**src/rtl/crts_fifo.sv**
```systemverilog
// ----------------------------------------------------------------------------
// crts_fifo
// Small register queue; depth is a power of two.
// ----------------------------------------------------------------------------
module crts_fifo #(
  parameter int WIDTH = 16,
  parameter int DEPTH = 8
) (
  input  logic             clk,
  input  logic             rst_n,
  input  logic             push,
  input  logic [WIDTH-1:0] din,
  input  logic             pop,
  output logic [WIDTH-1:0] dout,
  output logic             empty
);

  localparam int PW = $clog2(DEPTH);

  logic [WIDTH-1:0] mem [DEPTH];
  logic [PW:0]      wr_r;
  logic [PW:0]      rd_r;
  logic             full;

  assign empty = (wr_r == rd_r);
  assign full  = (wr_r[PW] != rd_r[PW]) && (wr_r[PW-1:0] == rd_r[PW-1:0]);
  assign dout  = mem[rd_r[PW-1:0]];

  always_ff @(posedge clk) begin
    if (!rst_n) begin
      wr_r <= '0;
      rd_r <= '0;
    end else begin
      if (push) begin
        wr_r <= wr_r + (PW+1)'(1);
      end
      if (pop) begin
        rd_r <= rd_r + (PW+1)'(1);
      end
    end
  end

  always_ff @(posedge clk) begin
    if (push) begin
      mem[wr_r[PW-1:0]] <= din;
    end
  end

`ifndef ASSERT_OFF
  a_no_overflow: assert property (@(posedge clk) disable iff (!rst_n) push |-> !full)
    else $error("word pushed into full queue");
  a_no_underflow: assert property (@(posedge clk) disable iff (!rst_n) pop |-> !empty)
    else $error("word popped from empty queue");
`endif

endmodule

```
**config.mk**
```make
export PLATFORM = sky130hd
export DESIGN_NAME = crts_fifo
export DESIGN_NICKNAME = d
export VERILOG_FILES = /design/src/rtl/crts_fifo.sv
export SDC_FILE = /design/constraint.sdc
export NUM_CORES = 1
export LEC_CHECK = 0
export ABC_CLOCK_PERIOD_IN_PS = 5700
export CORE_ASPECT_RATIO = 0.9
export CORE_MARGIN = 2
export CORE_UTILIZATION = 25
export CTS_BUF_LIST = sky130_fd_sc_hd__clkbuf_8
export DETAILED_ROUTE_END_ITERATION = 8
export DONT_BUFFER_PORTS = 1
export PLACE_DENSITY = 0.44
export SYNTH_ARGS = -nofsm -noshare
export SYNTH_HDL_FRONTEND = slang
export SYNTH_SLANG_ARGS = --single-unit
```
**constraint.sdc**
```tcl
create_clock -name clk -period 5.7 [get_ports clk]
set_input_delay 0.285 -clock clk [delete_from_list [all_inputs] [get_ports clk]]
set_output_delay 0.285 -clock clk [all_outputs]
set_load 0.05 [all_outputs]
```
Yosys cells after proc, flatten, opt, wreduce, memory -nomap -nowiden:

Memories as Yosys holds them, arrays and structs flattened. A register that Yosys moved wholly into a read port is not among the register bits.
Index checks and enable logic that the tools add are counted.

* register bits: 8
* bits in writable memories: 128
* bits of input ports: 20
* output and inout bits: 17
* logic and storage cells: 10
* memories kept: 1

Memories
* mem: depth 8, bits a word 16, rd ports 1, clocked after memory_dff 1, wr ports 1, RTL line 20 `logic [WIDTH-1:0] mem [DEPTH];`

* add/subtract/negate cells: 2
* equality and inequality tests: 1
* mux-type cells: 4

Operator list (count)
* 4-bit by 1-bit adder with 4-bit output, second input constant: 2
* 3-bit two-way mux: 2
* 4-bit equality test: 1
* 1-bit two-way mux: 2

Longest topological paths before layout:

* depth after elaboration: 3
* mapped depth: 4

Worst setup path before layout:

No wires, ideal clock.

* kind: register -> output
* from: register wr_r[0]
* to: output empty
* arrival time: 2.200 ns
* required time: 5.415 ns
* setup slack: 3.215 ns
* cell stages (with the launch flop): 4
* buffers on the path: 1
* cells stage by stage: dfxtp_1 -> clkbuf_1 -> xor2_1 -> nor4_1

* cells in the longest elaborated chain, start to end: 1

RTL lines
* start, declared: RTL line 21 `logic [PW:0] wr_r;`
* start signal, assigned: RTL line 35 `wr_r <= wr_r + (PW+1)'(1);`
* 4-bit equality test: RTL line 25 `assign empty = (wr_r == rd_r);`
* end, declared: RTL line 15 `output logic empty`

Every way passes these cells.

==> flow_metrics.py <==
metrics = {
    "grt": {
        "wire_length_of_the_first_global_routing_pass_mm": 15.9,
        "grt_start_max_net_pins": 33,
        "overflow": 0,
        "grt_pass1_vias": 2545,
        "antenna_found_initial": 0,
        "grtUsageTotal_pct": 9.75,
    },
    "synth": {
        "synth_edf_count": 128,
        "synth_compound_area_share_pct": 0.231,
        "ys_seq_area_share_pct": 75.1,
        "synth_largest_area_cell": "sky130_fd_sc_hd__edfxtp_1",
        "combinational_family_with_the_most_area_after_synthesis": "multiplexers",
        "synth_top_cells_by_count": "sky130_fd_sc_hd__edfxtp_1, sky130_fd_sc_hd__mux4_1, sky130_fd_sc_hd__mux2_2",
        "synth-adder-area-share_pct": 0.462,
        "yosysUniqueCellTypes": 24,
        "fraction_of_synthesized_area_in_multiplexers_pct": 19.0,
        "post_synth_instance_area_um2": 5410,
        "synth_flop_cell": "sky130_fd_sc_hd__edfxtp_1",
        "synth-async-reset-ratio_pct": 0,
        "yosys_warnings": 0,
        "ys_seq_elements": 139,
        "yosys.area.top_type_share_pct": 71.0,
        "synthCells": 239,
        "synth_area_in_xor_xnor_pct": 1.46,
        "synthMostInstantiatedCell": "sky130_fd_sc_hd__edfxtp_1",
        "syn-mean-instance-area_um2": 22.7,
        "synth.net_count": 261,
        "synth_simple_gate_area_share_pct": 2.50,
        "top_area_cells_in_the_synthesized_netlist": "sky130_fd_sc_hd__edfxtp_1, sky130_fd_sc_hd__mux4_1, sky130_fd_sc_hd__dfxtp_1",
    },
    "clocking": {
        "tritoncts": "yes",
        "numClockSinks": 139,
        "clk_path_buf_depth": 2,
        "clk_latency_ns": 0.43,
        "root_buffer": "sky130_fd_sc_hd__clkbuf_8",
        "clk_transition_reported_paths_ns": 0.07,
        "tritoncts.num_buffers": 17,
        "cts_post_setup_buffers_inserted": 0,
        "h_tree_depth": 4,
        "cts_resized": 0,
    },
    "final_layout": {
        "final_nets": 296,
        "insertedDiodeCount": 0,
        "layout-drive-gt1-share_pct": 21.6,
        "area_delta_synth_final_pct": 17.1,
        "fillCellCount": 2149,
    },
    "power": {
        "power.density_nw_per_um2": 332,
        "ir_drop_v": 0.000108,
        "leakage_uw": 0.00204,
        "fin_total_pwr_uw": 2100,
    },
    "die": {
        "boundaryPins": 37,
        "floorplan.die.height_um": 144,
        "dieArea_um2": 22900,
        "core.rowCount": 51,
        "core_area_um2": 21400,
        "die_x_um": 159,
        "effective_utilization_at_floorplan_pct": 25.3,
    },
    "timing": {
        "totalNegativeSetupSlack_ns": 0,
        "fin_crit_sh_pct": 51.0,
        "setup_viol": 0,
        "tightest_slew_ns": 1.09,
        "rsz0062_at_grt": "false",
        "slew_headroom_pct": 27.5,
        "fin_crit_ns": 2.91,
        "report.final.hold_viol_count": 0,
        "fmaxAchievable_mhz": 344,
        "maxSlewViolCount": 0,
        "timing.clock.skew_ns": 0.00568,
    },
    "flow_run": {
        "cap_viol_max_count": 0,
    },
    "drt": {
        "drt_pre_antenna_iters": 4,
        "drc": 0,
        "drt-initial-drc-count": 219,
        "ant_nets": 0,
        "num_vias": 2363,
        "detail_route.wl_per_cell_um": 18.2,
        "routed_via_density": 4.09,
        "finalWirelength_mm": 10.5,
    },
    "min_path": {
        "min_delay_path_class": "primary input to register",
    },
    "place": {
        "gp_congestion": 0.654,
        "hpwlAfterDp_mm": 5.70,
        "buffer_ports.inserted": 0,
    },
    "critical_path": {
        "setup.worst_path.end_class": "primary output",
        "timing.setup.critical_path_class": "register to primary output",
        "startpoint_type": "register",
        "crit_required_ns": 5.41,
        "worstPathMaxFanout": 32,
        "cp.arrival_ns": 2.62,
    },
    "status": {
        "outcome": "finished, final reports clean",
    },
}
power by group:
group | leakage (µW) | switching [µW] | internal [µW]
Clock | 0.000211 | 349 | 382
Sequential | 0.00125 | 28.6 | 1140
Combinational | 0.000580 | 128 | 74.0
state kept, by name (all words and copies together), names as in the netlist, named ones only:
register,count
mem,128
rd_r,4
wr_r,4
worst max-delay path: stages (launching register included):
cell                      delay (ns)
sky130_fd_sc_hd__dfxtp_2        1.05
sky130_fd_sc_hd__mux4_1         0.69
sky130_fd_sc_hd__mux2_2         0.43
worst paths after layout:
| check | start | endpoint | cells after the start | slack, ns |
|---|---|---|---|---|
| max | register | dout[12] | 2 | 2.79 |
| min | pop | rd_r[1] | 2 | 0.08 |
| max reg2reg | wr_r[1] | mem[2][8] | 3 | 3.98 |
| min reg2reg | wr_r[3] | wr_r[3] | 2 | 0.52 |
cell usage in the layout, fill, tap and decap left out, types with 6 or more instances in the layout:
master and n:
sky130_fd_sc_hd__clkbuf_8 21, sky130_fd_sc_hd__edfxtp_1 128, sky130_fd_sc_hd__mux2_2 16, sky130_fd_sc_hd__mux4_1 28, sky130_fd_sc_hd__dlygate4sd3_1 18, sky130_fd_sc_hd__nor2_1 6, sky130_fd_sc_hd__and2_1 6, sky130_fd_sc_hd__xor2_1 6
sky130_fd_sc_hd__buf_4 9, sky130_fd_sc_hd__dfxtp_1 9
through the flow:
| stage | instance area (µm²) | hold WS, ns | setup slack, ns | utilization, % | cells |
|---|---|---|---|---|---|
| 5_1_grt | 6340 | 0.0487 | 2.63 | 29.6 | 578 |
| 4_1_cts | 6340 | 0.0372 | 2.70 | 29.6 | 578 |
| 2_1_floorplan | 5410 | 0.384 | 3.22 | - | 239 |
| 6_report | 6340 | 0.0773 | 2.79 | 29.6 | 578 |
| 3_5_place_dp | 5790 | 0.384 | 3.20 | 27.0 | 528 |
| 3_3_place_gp | 5790 | 0.384 | 3.20 | 27.0 | 528 |
what timing repair did:
action	4_1_cts	5_1_grt
hold buffers	18	0
endpoints found under the hold margin	139	0
setup endpoints to repair	0	0
kinds of logic (layout without fill, tap and decap cells):
logic type	after synthesis	after routing
flip-flops	139	139
AO/OA/AOI/OAI	2	2
XOR/XNOR	9	9
buffers and inverters	11	59
multiplexers	50	50
AND/OR/NAND/NOR	26	26
adder cells (fa/ha/maj)	2	2
layout make-up:
type	count	area, µm²	area share [%]
Clock buffer	21	289	4.56
Timing Repair Buffer	27	248	3.91
Tap cell	291	364	5.74
Sequential cell	139	4070	64.2
Clock inverter	11	77.6	1.22
Multi-Input combinational cell	89	1290	20.4
layer usage:
layer | up-vias | share of wire (%) | track usage, % | wire (µm)
met5 | - | 0 | 0 | 0
met4 | 0 | 0.79 | 2.58 | 83
met3 | 5 | 5.1 | 4.36 | 538
met2 | 41 | 47 | 15.1 | 4980
met1 | 1247 | 47 | 12.4 | 4920
li1 | 1070 | - | - | -
(Power assumes the default switching activity.)
