**src/rtl/crts_pkg.sv**
```systemverilog
// ----------------------------------------------------------------------------
// crts_pkg
// Shared types and constants of the track spline sampler.
// ----------------------------------------------------------------------------
package crts_pkg;

  localparam int CHANNELS   = 7;
  localparam int CH_W       = 16;
  localparam int POS_W      = 24;
  localparam int FRAC_W     = 12;
  localparam int T_W        = FRAC_W + 1;
  localparam int CNT_W      = 7;
  localparam int IDX_W      = 6;
  localparam int CFG_IDX_W  = 1;
  localparam int CFG_DATA_W = 7;
  // node counts and indices up to the largest supported table of 1024 nodes
  localparam int N_W        = 11;
  localparam int ADDR_MAX_W = 10;

  localparam logic [T_W-1:0] T_ONE = T_W'(1) << FRAC_W;
  localparam logic [CH_W-1:0] SAT_MAX = {1'b0, {(CH_W-1){1'b1}}};
  localparam logic [CH_W-1:0] SAT_MIN = {1'b1, {(CH_W-1){1'b0}}};

  localparam logic REQ_WRITE  = 1'b0;
  localparam logic REQ_SAMPLE = 1'b1;

  typedef enum logic [CFG_IDX_W-1:0] {
    REG_NODE_COUNT = 1'b0,
    REG_LOOP_MODE  = 1'b1
  } cfg_reg_t;

  typedef enum logic [1:0] {
    KIND_NOP,
    KIND_WRITE,
    KIND_ZERO,
    KIND_SAMPLE
  } kind_t;

  typedef logic [CH_W-1:0] chan_t;
  typedef chan_t [CHANNELS-1:0] node_t;

  // one word of the queue between front and back
  typedef struct packed {
    kind_t                 kind;
    logic [ADDR_MAX_W-1:0] a0;
    logic [ADDR_MAX_W-1:0] a1;
    logic [ADDR_MAX_W-1:0] a2;
    logic [ADDR_MAX_W-1:0] a3;
    logic [T_W-1:0]        t;
    node_t                 data;
  } entry_t;

endpackage

```
**src/rtl/crts_front.sv**
```systemverilog
// ----------------------------------------------------------------------------
// crts_front
// Accepts words, classifies them and works out the four node indices and
// the segment fraction; feeds the queue toward the back.
// ----------------------------------------------------------------------------
module crts_front #(
  parameter int MAX_NODES = 64,
  parameter int QDEPTH    = 8
) (
  input  logic                               clk,
  input  logic                               rst_n,
  input  logic                               push,
  output logic                               full,
  input  logic                               req_type,
  input  logic [crts_pkg::IDX_W-1:0]         node_index,
  input  crts_pkg::node_t                    node_data,
  input  logic [crts_pkg::POS_W-1:0]         position,
  input  logic [crts_pkg::CNT_W-1:0]         node_count,
  input  logic                               loop_mode,
  output logic                               q_push,
  output crts_pkg::entry_t                   q_entry,
  input  logic                               q_pop
);

  localparam int NW = crts_pkg::N_W;
  localparam int CW = $clog2(QDEPTH + 1);

  typedef struct packed {
    crts_pkg::kind_t                       kind;
    logic                                  loop;
    logic [NW-1:0]                         n;
    logic [NW-1:0]                         ip;
    logic [crts_pkg::T_W-1:0]              t;
    logic                                  neg;
    logic [NW-1:0]                         r;
    logic [crts_pkg::ADDR_MAX_W-1:0]       waddr;
    crts_pkg::node_t                       data;
  } fstage_t;

  function automatic logic [NW-1:0] mod_step(input logic [NW-1:0] r,
                                             input logic [NW-1:0] n, input int k);
    logic [2*NW-1:0] d;
    begin
      d = {NW'(0), n} << k;
      if ({NW'(0), r} >= d) begin
        r = r - d[NW-1:0];
      end
      return r;
    end
  endfunction

  logic          accept;
  logic [CW-1:0] cnt_r;
  logic [CW-1:0] cnt_nxt;
  logic [4:1]    vld_r;
  fstage_t       st0;
  fstage_t       s1_r, s2_r, s3_r, s4_r;
  fstage_t       s2_nxt, s3_nxt, s4_nxt;
  logic [NW-1:0] r1_w, r2_w, r3_w;
  logic [NW-1:0] n_ext, n_sel, ipos_u;
  logic [NW-1:0] i0, i1, i2, i3, ipm, sum2;

  assign full   = (cnt_r == CW'(QDEPTH));
  assign accept = push && !full;
  assign cnt_nxt = cnt_r + CW'(accept) - CW'(q_pop);

  // classify and split the position
  always_comb begin
    n_ext  = {(NW-crts_pkg::CNT_W)'(0), node_count};
    n_sel  = (n_ext > NW'(MAX_NODES)) ? NW'(MAX_NODES) : n_ext;
    ipos_u = position[crts_pkg::POS_W-2:crts_pkg::FRAC_W];
    st0.loop  = loop_mode;
    st0.n     = n_sel;
    st0.neg   = position[crts_pkg::POS_W-1];
    st0.r     = st0.neg ? ~ipos_u : ipos_u;
    st0.waddr = {(crts_pkg::ADDR_MAX_W-crts_pkg::IDX_W)'(0), node_index};
    st0.data  = node_data;
    st0.ip    = '0;
    st0.t     = {1'b0, position[crts_pkg::FRAC_W-1:0]};
    if (!loop_mode) begin
      if (st0.neg) begin
        st0.t = '0;
      end else if (ipos_u >= n_sel - NW'(1)) begin
        st0.ip = n_sel - NW'(2);
        st0.t  = crts_pkg::T_ONE;
      end else begin
        st0.ip = ipos_u;
      end
    end
    if (req_type == crts_pkg::REQ_WRITE) begin
      st0.kind = ({(NW-crts_pkg::IDX_W)'(0), node_index} < NW'(MAX_NODES)) ?
                 crts_pkg::KIND_WRITE : crts_pkg::KIND_NOP;
    end else if (n_sel == '0) begin
      st0.kind = crts_pkg::KIND_ZERO;
    end else begin
      st0.kind = crts_pkg::KIND_SAMPLE;
    end
  end

  // loop position modulo node count, a few restoring steps per stage
  always_comb begin
    r1_w = s1_r.r;
    for (int k = 10; k >= 7; k--) begin
      r1_w = mod_step(r1_w, s1_r.n, k);
    end
    r2_w = s2_r.r;
    for (int k = 6; k >= 3; k--) begin
      r2_w = mod_step(r2_w, s2_r.n, k);
    end
    r3_w = s3_r.r;
    for (int k = 2; k >= 0; k--) begin
      r3_w = mod_step(r3_w, s3_r.n, k);
    end
    s2_nxt   = s1_r;
    s2_nxt.r = r1_w;
    s3_nxt   = s2_r;
    s3_nxt.r = r2_w;
    s4_nxt   = s3_r;
    s4_nxt.r = r3_w;
  end

  always_ff @(posedge clk) begin
    if (!rst_n) begin
      vld_r <= '0;
      cnt_r <= '0;
    end else begin
      vld_r <= {vld_r[3:1], accept};
      cnt_r <= cnt_nxt;
    end
  end

  always_ff @(posedge clk) begin
    s1_r <= st0;
    s2_r <= s2_nxt;
    s3_r <= s3_nxt;
    s4_r <= s4_nxt;
  end

  // neighbour indices
  always_comb begin
    ipm  = s4_r.neg ? (s4_r.n - NW'(1) - s4_r.r) : s4_r.r;
    sum2 = '0;
    if (s4_r.n == NW'(1)) begin
      i0 = '0;
      i1 = '0;
      i2 = '0;
      i3 = '0;
    end else if (s4_r.loop) begin
      sum2 = ipm + NW'(2);
      i0 = (ipm == '0) ? s4_r.n - NW'(1) : ipm - NW'(1);
      i1 = ipm;
      i2 = (ipm + NW'(1) == s4_r.n) ? '0 : ipm + NW'(1);
      i3 = (sum2 >= s4_r.n) ? sum2 - s4_r.n : sum2;
    end else begin
      sum2 = s4_r.ip + NW'(2);
      i0 = (s4_r.ip == '0) ? '0 : s4_r.ip - NW'(1);
      i1 = s4_r.ip;
      i2 = s4_r.ip + NW'(1);
      i3 = (sum2 > s4_r.n - NW'(1)) ? s4_r.n - NW'(1) : sum2;
    end
  end

  always_comb begin
    q_push       = vld_r[4];
    q_entry.kind = s4_r.kind;
    q_entry.a0   = crts_pkg::ADDR_MAX_W'(i0);
    q_entry.a1   = (s4_r.kind == crts_pkg::KIND_WRITE) ? s4_r.waddr :
                   crts_pkg::ADDR_MAX_W'(i1);
    q_entry.a2   = crts_pkg::ADDR_MAX_W'(i2);
    q_entry.a3   = crts_pkg::ADDR_MAX_W'(i3);
    q_entry.t    = (s4_r.n == NW'(1)) ? '0 : s4_r.t;
    q_entry.data = s4_r.data;
  end

`ifndef ASSERT_OFF
  a_pop_counted: assert property (@(posedge clk) disable iff (!rst_n) q_pop |-> cnt_r != '0)
    else $error("queue word popped that front never counted");
`endif

endmodule

```
**config.mk**
```make
export PLATFORM = sky130hd
export DESIGN_NAME = crts_front
export DESIGN_NICKNAME = d
export VERILOG_FILES = /design/src/rtl/crts_pkg.sv /design/src/rtl/crts_front.sv
export SDC_FILE = /design/constraint.sdc
export NUM_CORES = 1
export LEC_CHECK = 0
export BUFFER_PORTS_ARGS = -buffer_cell sky130_fd_sc_hd__buf_2
export CORE_MARGIN = 2
export CORE_UTILIZATION = 35
export CTS_BUF_LIST = sky130_fd_sc_hd__clkbuf_4
export DETAILED_ROUTE_END_ITERATION = 8
export GPL_TIMING_DRIVEN = 0
export PLACE_DENSITY_LB_ADDON = 0.05
export REMOVE_ABC_BUFFERS = 1
export SYNTH_ARGS = -nofsm -noshare
export SYNTH_HDL_FRONTEND = slang
export SYNTH_SLANG_ARGS = --single-unit
```
**constraint.sdc**
```tcl
create_clock -name clk -period 15.5 [get_ports clk]
set_input_delay 0.775 -clock clk [delete_from_list [all_inputs] [get_ports clk]]
set_output_delay 0.775 -clock clk [all_outputs]
set_load 0.005 [all_outputs]
```
# --- After elaboration in Yosys (flattened, before gate mapping) ---
# Index checks and enable logic that the tools add are counted.
totals:
  register_bits: 664
  output_inout_bits: 169
classes:
  add_sub_neg: 24
  order_cmp: 15
  eq_ne: 4
  n_mux: 34
  n_bitwise: 1
  reduce_logical: 6
op_table:
  columns: ["cell", "count"]
  rows:
  - ["two-way mux 11 bit", 14]
  - ["two-way mux 10 bit", 14]
  - ["subtractor 11 bit", 8]
  - ["zero test 11 bit", 3]
  - ["two-way mux 13 bit", 2]
  - ["two-way mux 12 bit", 2]
  - ["adder 11 x 2 -> 11 bit, second input constant", 2]
  - [">= comparator 11 bit", 2]
  - [">= comparator 11 x 7 -> 1 bit", 2]
  - ["subtractor 10 x 1 -> 10 bit, second input constant", 2]
  - [">= comparator 11 x 17 -> 1 bit", 1]
  - [">= comparator 11 x 16 -> 1 bit", 1]
  - ["subtractor 7 x 1 -> 8 bit, second input constant", 2]
  - [">= comparator 11 x 15 -> 1 bit", 1]
  - [">= comparator 11 x 14 -> 1 bit", 1]
  - [">= comparator 11 x 13 -> 1 bit", 1]
  - [">= comparator 11 x 12 -> 1 bit", 1]
  - ["adder 11 x 1 -> 11 bit, second input constant", 1]
  - ["equality test 11 x 7 -> 1 bit", 1]
  - [">= comparator 11 x 10 -> 1 bit", 1]
  - [">= comparator 11 x 8 -> 1 bit", 1]
  - [">= comparator 11 x 9 -> 1 bit", 1]
  - ["greater-than comparator 11 bit", 1]
  - ["NOT 11 bit", 1]
  - ["other kinds (18)", 18]

# --- Depth between registers and ports, before layout ---
# Gate-level depths: netlist (run 1).
logic_depth:
  ltp_word: 8
  mapped_depth: 38
  mapped_depth_nobuf: 38

# --- Worst setup path after synthesis (run 1) ---
# Ideal clock, no wire load.
synth_timing:
  path_type: "reg2reg"
  startpoint: "register s2_r[159] (netlist name)"
  endpoint: "register s3_r[126] (netlist name)"
  arrival_ns: 6.996
  t_required_ns: 15.379
  path_slack_ns: 8.384
  stages_incl_launch_ff: 37
  synth_period_minus_slack_ns: 7.116
  cell_sequence: "dfxtp_1 > inv_1 > ha_1 > nor2b_1 > o21ai_0 > a21boi_0 > o31a_1 > o211ai_2 > mux2_2 > inv_1 > ha_1 > nor2b_1 > o21ai_0 > a21boi_0 > o21a_1 > nor2_1 > a21oi_1 > o21ai_0 > inv_1 > ha_1 > nor2b_1 > o21ai_0 > nand2b_1 > a21o_1 > a21oi_1 > o21ai_1 > nor2_1 > a21oi_1 > fa_1 > a21o_1 > a21oi_1 > o21bai_1 > a21oi_1 > nor2b_1 > nor3_1 > nand2_2 > mux2_2"
synth_via:
  elab_chain_len: 8
  elab_cells_between_ends: 12
synth_rtl:
  columns: ["element", "line", "source"]
  rows:
  - ["from (decl)", "crts_front.sv:57", "fstage_t s1_r, s2_r, s3_r, s4_r;"]
  - ["from (signal assigned)", "crts_front.sv:134", "s2_r <= s2_nxt;"]
  - [">= comparator 11 x 13 -> 1 bit or subtractor 11 bit (tied branches)", "crts_front.sv:45, crts_front.sv:46", null]
  - ["two-way mux 11 bit", "crts_front.sv:45", "if ({NW'(0), r} >= d) begin"]
  - ["subtractor 11 bit or >= comparator 11 x 12 -> 1 bit (tied branches)", "crts_front.sv:46, crts_front.sv:45", null]
  - ["two-way mux 11 bit", "crts_front.sv:45", null]
  - ["subtractor 11 bit or >= comparator 11 bit (tied branches)", "crts_front.sv:46, crts_front.sv:45", null]
  - ["two-way mux 11 bit", "crts_front.sv:45", null]
  - ["subtractor 11 x 10 -> 11 bit or >= comparator 11 x 10 -> 1 bit (tied branches)", "crts_front.sv:46, crts_front.sv:45", null]
  - ["two-way mux 11 bit *", "crts_front.sv:45", null]
  - ["named net r2_w[4]", "crts_front.sv:59", "logic [NW-1:0] r1_w, r2_w, r3_w;"]
  - ["to (signal assigned)", "crts_front.sv:135", "s3_r <= s3_nxt;"]
  - ["to (decl)", "crts_front.sv:57", null]
# Mark *: on every way through the listed nets, which the timed path passes. The rest lies on a longest branch.
# A chain may end at the register's enable or synchronous reset.

# --- Final worst setup path (run 1) ---
# Ends and elaborated chain as after synthesis.

==> results of run 1 <==
-- how the worst max path moves through the flow --
stage,to,depth (start not counted),from
finish,s3_r[126],35,s2_r[159]
global route,s3_r[126],35,s2_r[159]
CTS,s3_r[126],35,s2_r[159]
detailed placement,s3_r[131],35,s2_r[159]
global placement,s3_r[131],35,s2_r[159]
floorplan,s3_r[126],36,s2_r[159]
-- state kept, by name, indices dropped and copies added (netlist names) --
register / count
vld_r: 4
cnt_r: 4
s4_r: 50
s2_r: 164
q_entry: 114
s1_r: 164
s3_r: 164
-- power breakdown --
| part | leakage, nW | total (mW) | switching (mW) | internal, mW |
|---|---|---|---|---|
| Clock | 1.26 | 1.41 | 0.667 | 0.745 |
| Sequential | 5.58 | 1.91 | 0.0583 | 1.85 |
| Combinational | 5.29 | 2.08 | 1.16 | 0.921 |
-- cell type report --
| type | count | share of cell area |
|---|---|---|
| multi-input combinational | 946 | 0.2618 |
| sequential | 664 | 0.4934 |
| clock inverter | 48 | 0.01082 |
| timing repair buffer | 464 | 0.1122 |
| antenna | 4 | 0.0003715 |
| inverter | 107 | 0.01491 |
| tap | 837 | 0.03887 |
| clock buffer | 243 | 0.06770 |
-- synthesized netlist by cell type (all sizes together) (17+ instances only) --
cell type / instances
dfxtp: 664
buf: 126
ha: 115
inv: 107
nor2: 91
nand2: 82
a21oi: 79
xnor2: 68
o21ai: 55
xor2: 49
clkbuf: 31
nand3: 31
nor2b: 31
nor3: 29
mux2i: 27
a21o: 26
mux2: 26
and2: 25
nand2b: 17
-- timing repair --
item | CTS | global route
endpoints found under the hold margin | 139 | 0
hold buffers | 139 | 0
endpoints found under the setup margin | 0 | 0
-- stage by stage --
step                        util  total power, mW  cells  setup WS (ps)  hold WS (ps)
after global placement    0.3800            3.959   2877           7204         309.5
after detailed placement  0.3802            3.994   2878           6998         312.1
final                     0.4374            5.404   3313           7054         153.2
after floorplan                -            3.477   1717           8384         309.6
after global routing      0.4374            5.829   3312           6191         5.356
after CTS                 0.4372            5.487   3308           6966         13.30
-- cell families (layout without fill, tap and decap cells) --
| logic type | Yosys count | after routing | share of synthesized area |
|---|---|---|---|
| flops | 664 | 664 | 0.6099 |
| other cells | 0 | 4 | 0 |
| compound gates | 264 | 264 | 0.08094 |
| simple gates | 384 | 384 | 0.09110 |
| mux | 53 | 53 | 0.02583 |
| xor+xnor | 118 | 118 | 0.04839 |
| fa+ha+maj | 127 | 127 | 0.07704 |
| buf+inv | 264 | 862 | 0.06682 |
-- critical path: cells and delay by family, from the launching register on --
kind                       cells  cell delay [ps]
AOI/OAI and AO/OA             18             4110
adders and majority gates      4             1360
buffers and inverters          3              410
DFF                            1              530
muxes                          2              730
and+or+nand+nor                8             1150
-- layer usage --
metal | track usage | vias to the layer above | routed length (um)
li1 | - | 7244 | -
met3 | 0.06893 | 75 | 4181
met4 | 0.06441 | 14 | 940
met5 | 0 | - | 80
met1 | 0.1704 | 6591 | 20280
met2 | 0.2613 | 391 | 24570
==> flow_summary_export.csv, run 1 <==
group,metric,value,unit
route,drtIter0Drc,473,
final_layout,nets,2633,
global_routing,groute.usage.overall,0.1554,
global_routing,grt_max_degree,42,
sta,setup_viol,0,
floorplanning,io_pins,324,
sta,setup_tns,0,ps
sta,finalMaxSlewViolations,0,
logic_synthesis,netlist_area,21800,um^2
route,wl_per_cell,15.11,um
route,num_vias,14320,
logic_synthesis,yosys_warnings,0,
sta,worstMarginPinSlew,1329,ps
floorplanning,die_w,253.5,um
clock_network,numCtsBuffers,168,
placement,dp_hpwl,37180,um
global_routing,antenna_found_initial,11,
clock_network,clock_path_buffers,3,
clock_network,clk_latency,930,ps
sta,fmax,118.4,MHz
sta,post-route-min-period,8446,ps
clock_network,postCtsSetupRepairBufs,0,
logic_synthesis,yosys.area.top_type,"dfxtp_1",
clock_network,cts_tree,"built",
global_routing,grt_overflow_total,0,
sta,fin_crit_sh,0.5449,
hold_path,min_path_cells,2,
final_layout,mostFrequentLayoutCell,"dfxtp_1",
final_layout,layout.area.seq,13290,um^2
worst_setup_path,r2r_end,"s3_r[126]",
placement,post_dp_cell_area,23420,um^2
route,post_drt_via_cell_ratio,4.321,
floorplanning,row_count,91,
hold_path,hold_start,"position[13]",
clock_network,cts_resized,0,
floorplanning,start_util,0.3538,
floorplanning,core,61600,um^2
sta,rsz0062_at_grt,"false",
logic_synthesis,synth_top_area_share,0.6099,
route,drcViolationCount,0,
placement,gp_congestion,0.8538,
logic_synthesis,async_reset_ff_frac,0,
final_layout,multi_input_area,7054,um^2
final_layout,fillers,5937,
worst_setup_path,reg2reg_depth,35,
clock_network,cts-root-buf,"clkbuf_4",
final_layout,drive_gt1_frac,0.2629,
logic_synthesis,ys_types,85,
run,drv_cap,0,
logic_synthesis,yosys-top-cells-area,"dfxtp_1 (61%), ha_1 (6.6%), buf_4 (4.1%)",
route,first_pass_iters,6,
logic_synthesis,syn_avg_cell_area,11.63,um^2
worst_setup_path,cp-end-kind,"flop",
global_routing,grt_pass1_vias,14700,
logic_synthesis,seq_area_frac_synth,0.6099,
sta,clock-skew-final,87.38,ps
run_status,status,"finished, final reports clean",
clock_network,clkTransAtPathRegs,70,ps
global_routing,grt_pass1_wl,76730,um
worst_setup_path,worstReg2RegStart,"s2_r[159]",
worst_setup_path,critical_path_class,"flop to flop",
route,drtAntennaViolNets,0,
floorplanning,die_area,64290,um^2
logic_synthesis,postSynthCellCount,1874,
worst_setup_path,crit_path_start_kind,"flop",
logic_synthesis,synth-edff-count,0,
power,power_density,200.6,nW/um^2
power,ir_worst_vdd,0.00009462,V
hold_path,hold_end,"s1_r[123]",
hold_path,hp-class,"primary input to flop",
worst_setup_path,max_stage_delay,610,ps
worst_setup_path,r2r_slack,7050,ps
final_layout,layout-area-overhead-vs-synth,23.63,%
final_layout,layout_common_cells,"dfxtp_1 (663), buf_2 (323), clkbuf_4 (243), dlygate4sd3_1 (139), ha_1 (115)",
sta,hold_viol_final,0,
power,p_leak,12.13,nW
clock_network,clock-sinks,664,
worst_setup_path,cp_max_fo,9,
final_layout,finalInstanceArea,26950,um^2
logic_synthesis,ys_ff_latch,664,
worst_setup_path,slowest_stage,"o21ai_1",
logic_synthesis,synth_ff_type,"dfxtp_1",
sta,relSlewSlack,0.1143,
route,drt-total-wl,50050,um
clock_network,htreeDepth,4,
placement,port_buffers,323,
worst_setup_path,cp.required,16270,ps
worst_setup_path,worstPathArrival,9220,ps
floorplanning,die_y,253.5,um
worst_setup_path,crit_top_cell,"a21oi_1",
Power figures use the tool's default switching activity.
==> inputs of run 2 (changes only) <==
clock period = 7.2 ns   (was 15.5 ns; I/O delays follow)
==> flow_summary_export.csv, run 2 (synthesis gave the netlist of run 1 again) <==
group,metric,value,unit
floorplanning,die_area,64290,um^2
sta,fin_crit_sh,0.9418,
hold_path,hp-class,"primary input to flop",
sta,post-route-min-period,6781,ps
power,p_leak,12.84,nW
worst_setup_path,critPathBufInv,3,
final_layout,layout.area.seq,13300,um^2
floorplanning,die_w,253.5,um
route,post_drt_via_cell_ratio,4.323,
floorplanning,core,61600,um^2
placement,gp_congestion,0.8538,
route,wl_per_cell,14.93,um
final_layout,layout_common_cells,"dfxtp_1 (661), buf_2 (323), dlygate4sd3_1 (272), clkbuf_4 (243), ha_1 (114)",
route,drtIter0Drc,516,
floorplanning,io_pins,324,
global_routing,antenna_found_initial,12,
sta,relSlewSlack,0.1123,
run_status,violations,"design-rule violations",
sta,fmax,147.5,MHz
clock_network,clkTransAtPathRegs,60,ps
final_layout,multi_input_area,7277,um^2
placement,post_dp_cell_area,23420,um^2
run,drv_cap,0,
worst_setup_path,max_stage_delay,400,ps
final_layout,reg_top3,"s1_r: 164 flops, s2_r: 164 flops, s3_r: 164 flops",
global_routing,grt_pass1_vias,15620,
global_routing,groute.usage.overall,0.1616,
sta,worstMarginPinSlew,1331,ps
final_layout,drive_gt1_frac,0.2687,
worst_setup_path,cp-end-kind,"flop",
worst_setup_path,critical_path_class,"flop to flop",
clock_network,numCtsBuffers,168,
route,drt-total-wl,51870,um
final_layout,finalInstanceArea,28720,um^2
global_routing,grt_overflow_total,0,
route,num_vias,15020,
sta,hold_viol_final,0,
sta,rsz0062_at_grt,"true",
sta,setup_tns,0,ps
floorplanning,row_count,91,
clock_network,clock_path_buffers,3,
global_routing,grt_pass1_wl,80230,um
worst_setup_path,worstPathArrival,7550,ps
clock_network,cts_tree,"built",
worst_setup_path,slowest_stage,"fa_2",
sta,clock-skew-final,86.06,ps
final_layout,layout-area-overhead-vs-synth,31.74,%
route,drtAntennaViolNets,0,
power,ir_worst_vdd,0.0001996,V
run_status,status,"finished with violations",
clock_network,htreeDepth,4,
final_layout,nets,2792,
clock_network,clk_latency,930,ps
route,first_pass_iters,9,
sta,setup_viol,0,
floorplanning,die_y,253.5,um
route,drcViolationCount,2,
worst_setup_path,cp_max_fo,9,
worst_setup_path,path_delay_family,"compound AO/OA/AOI/OAI gates",
placement,dp_hpwl,37180,um
sta,finalMaxSlewViolations,0,
final_layout,fillers,5802,
worst_setup_path,crit_path_start_kind,"flop",
placement,port_buffers,323,
global_routing,grt_max_degree,42,
final_layout,mostFrequentLayoutCell,"dfxtp_1",
clock_network,cts-root-buf,"clkbuf_4",
power,power_density,419.5,nW/um^2
floorplanning,start_util,0.3538,
clock_network,clock-sinks,664,
worst_setup_path,cp.required,7970,ps
worst_setup_path,crit_top_cell,"nor2b_1",
-- run 2: changes by cell type in the layout (fill, tap and decap cells not counted), moves of 3 or more --
cell,change
a21oi_1,-5
a21oi_4,+4
buf_4,+26
diode_2,+3
dlygate4sd3_1,+133
mux2i_1,-3
o21ai_0,-4
o31ai_1,-3
o31ai_2,+3
-- run 2: layout make-up --
type                    instances  share of cell area
diodes                          7           0.0006100
clock buffers                 243             0.06353
well taps                     837             0.03647
clock inverters                48             0.01015
inverters                     107             0.01425
flip-flops and latches        664              0.4631
repair buffers                623              0.1584
multi-input cells             946              0.2534
-- run 2: worst register-to-register path: cells and delay by family (launching register included) --
family	cells	cell delay [ps]
adder cells (fa/ha/maj)	4	1210
multiplexers	2	670
flip-flops	1	380
AND/OR/NAND/NOR	9	1230
buffers and inverters	3	240
AO/OA/AOI/OAI	18	2890
-- run 2: worst paths after layout --
check / startpoint / endpoint / slack (ps) / depth (start not counted)
worst max-delay path: s2_r[159] / s3_r[126] / 420 / 36
worst min-delay path: node_data[44] / s1_r[44] / 140 / 2
worst max register to register: s2_r[159] / s3_r[126] / 420 / 36
worst min register to register: s2_r[16] / s3_r[16] / 260 / 0
-- run 2: routing by layer --
| layer | track usage | up-vias | share of wire |
|---|---|---|---|
| met5 | 0 | - | 0.0017 |
| met4 | 0.06948 | 12 | 0.022 |
| met3 | 0.06627 | 79 | 0.077 |
| met2 | 0.2771 | 389 | 0.50 |
| met1 | 0.1750 | 6981 | 0.40 |
| li1 | - | 7563 | - |
-- run 2: through the flow --
stage,hold WS [ps],power [mW],util,worst slack (ps),cells
global route,9.902,12.98,0.4661,-57.09,3473
global placement,309.5,8.523,0.3800,-1096,2877
CTS,0.1567,12.05,0.4621,30.15,3453
finish,144.2,12.05,0.4662,418.9,3475
floorplan,309.6,7.484,-,83.52,1717
detailed placement,312.1,8.598,0.3802,-1302,2878
-- run 2: what timing repair did --
| item | 4_1_cts | 5_1_grt |
|---|---|---|
| endpoints found under the hold margin | 172 | 0 |
| pin swaps | 4 | 8 |
| buffers inserted | 12 | 14 |
| resized for setup | 26 | 26 |
| setup endpoints to repair | 28 | 26 |
| hold buffers | 272 | 0 |
-- run 2: power by group --
group	leakage (nW)	internal (mW)	switching [mW]	total [mW]
combinational	6.00	2.25	2.64	4.88
clock	1.26	1.60	1.44	3.05
sequential	5.58	3.99	0.128	4.12
==> inputs of run 3 (changes only) <==
clock period = 6.6 ns   (was 7.2 ns; I/O delays follow)
==> flow_summary_export.csv, run 3 (synthesis gave the netlist of run 1 again) <==
group,metric,value,unit
floorplanning,die_area,64290,um^2
sta,hold-worst-slack,143.2,ps
floorplanning,io_pins,324,
route,wl_per_cell,14.96,um
route,drt-total-wl,52550,um
sta,worstMarginPinSlew,1329,ps
route,post_drt_via_cell_ratio,4.326,
worst_setup_path,r2r_slack,10,ps
global_routing,grt_max_degree,42,
sta,hold_viol_final,0,
power,power_density,462.5,nW/um^2
sta,fmax,151.8,MHz
global_routing,grt_overflow_total,0,
run_status,status,"finished, final reports clean",
floorplanning,die_y,253.5,um
final_layout,final_cells,3512,
power,p_leak,13.06,nW
run,drv_cap,0,
final_layout,nets,2829,
worst_setup_path,critical_path_class,"flop to flop",
global_routing,groute.usage.overall,0.1631,
sta,setup_viol,0,
sta,finalMaxSlewViolations,0,
worst_setup_path,cp.required,7380,ps
floorplanning,start_util,0.3538,
sta,post-route-min-period,6589,ps
floorplanning,row_count,91,
worst_setup_path,max_stage_delay,370,ps
global_routing,antenna_found_initial,12,
final_layout,mostFrequentLayoutCell,"dfxtp_1",
route,num_vias,15190,
clock_network,clock_path_buffers,3,
route,drtAntennaViolNets,0,
global_routing,grt_pass1_wl,80930,um
clock_network,numCtsBuffers,168,
clock_network,cts_tree,"built",
clock_network,htreeDepth,4,
clock_network,clock-sinks,664,
clock_network,clkTransAtPathRegs,70,ps
sta,fin_crit_sh,0.9983,
final_layout,layout-area-overhead-vs-synth,34.41,%
worst_setup_path,cp-end-kind,"flop",
route,drcViolationCount,0,
placement,post_dp_cell_area,23420,um^2
worst_setup_path,slowest_stage,"dfxtp_4",
route,first_pass_iters,5,
final_layout,drive_gt1_frac,0.2875,
sta,clock-skew-final,87.60,ps
route,drtIter0Drc,519,
final_layout,finalInstanceArea,29300,um^2
placement,gp_congestion,0.8538,
sta,relSlewSlack,0.1142,
global_routing,grt_pass1_vias,15770,
worst_setup_path,worstPathArrival,7360,ps
worst_setup_path,crit_path_start_kind,"flop",
final_layout,reg_top3,"s1_r: 164 flops, s2_r: 164 flops, s3_r: 164 flops",
placement,port_buffers,323,
placement,dp_cells,2878,
final_layout,layout_common_cells,"dfxtp_1 (660), buf_2 (323), dlygate4sd3_1 (281), clkbuf_4 (243), ha_1 (104)",
hold_path,hp-class,"primary input to flop",
floorplanning,die_w,253.5,um
sta,rsz0062_at_grt,"true",
placement,dp_hpwl,37180,um
floorplanning,core,61600,um^2
clock_network,cts-root-buf,"clkbuf_4",
worst_setup_path,cp_max_fo,7,
clock_network,clk_latency,930,ps
power,ir_worst_vdd,0.0002201,V
-- run 3: changes by cell type in the layout (fill, tap and decap cells not counted), sizes merged --
cell	delta
dlygate4sd3	+9
buf	+28
-- run 3: area by class of cell --
cell class	instances	area (um^2)
Multi-Input combinational cell	946	7547
Clock buffer	243	1824
Inverter	107	409.1
Sequential cell	664	13300
Timing Repair Buffer	660	4857
Tap cell	837	1047
Fill cell	5755	32300
Antenna cell	7	17.52
Clock inverter	48	291.5
-- run 3: per-layer routing --
metal  routed length (um)  share of wire  global-route usage
met1                20880           0.40              0.1757
met2                26400           0.50              0.2805
met3                 4083          0.078             0.06678
met4                 1124          0.021             0.07101
met5                   69         0.0013                   0
-- run 3: worst max-delay path, delay by kind of cell (launching register included) --
family / cells / cell delay (ps)
AOI/OAI and AO/OA: 18 / 2860
adders and majority gates: 4 / 1130
buffers and inverters: 3 / 350
DFF: 1 / 370
muxes: 2 / 650
and+or+nand+nor: 9 / 1070
-- run 3: power by group --
group / total [mW] / switching, mW / internal [mW]
sequential: 4.49 / 0.143 / 4.35
clock: 3.33 / 1.58 / 1.75
combinational: 5.73 / 3.02 / 2.71
-- run 3: final timing paths --
check,start,endpoint,cells after the start
hold reg to reg,s2_r[16],s3_r[16],0
setup reg to reg,s2_r[159],s3_r[126],36
hold / removal,node_index[4],s1_r[116],2
setup / recovery,s2_r[159],s3_r[126],36
-- run 3: through the flow --
| step | utilization | total power [mW] | worst slack (ps) | TNS [ps] |
|---|---|---|---|---|
| global placement | 0.3800 | 9.297 | -1696 | -32780 |
| global route | 0.4755 | 14.58 | -380.0 | -2220 |
| detailed placement | 0.3802 | 9.380 | -1902 | -29530 |
| floorplan | - | 8.165 | -516.5 | -3869 |
| finish | 0.4756 | 13.55 | 11.04 | 0 |
| CTS | 0.4676 | 13.35 | -53.30 | -53.30 |
-- run 3: what timing repair did --
item,in CTS,in global routing
endpoints found under the setup margin,39,38
buffers inserted,31,23
resized for setup,50,56
pin swaps,13,35
hold buffers,281,0
hold endpoints to repair,172,0
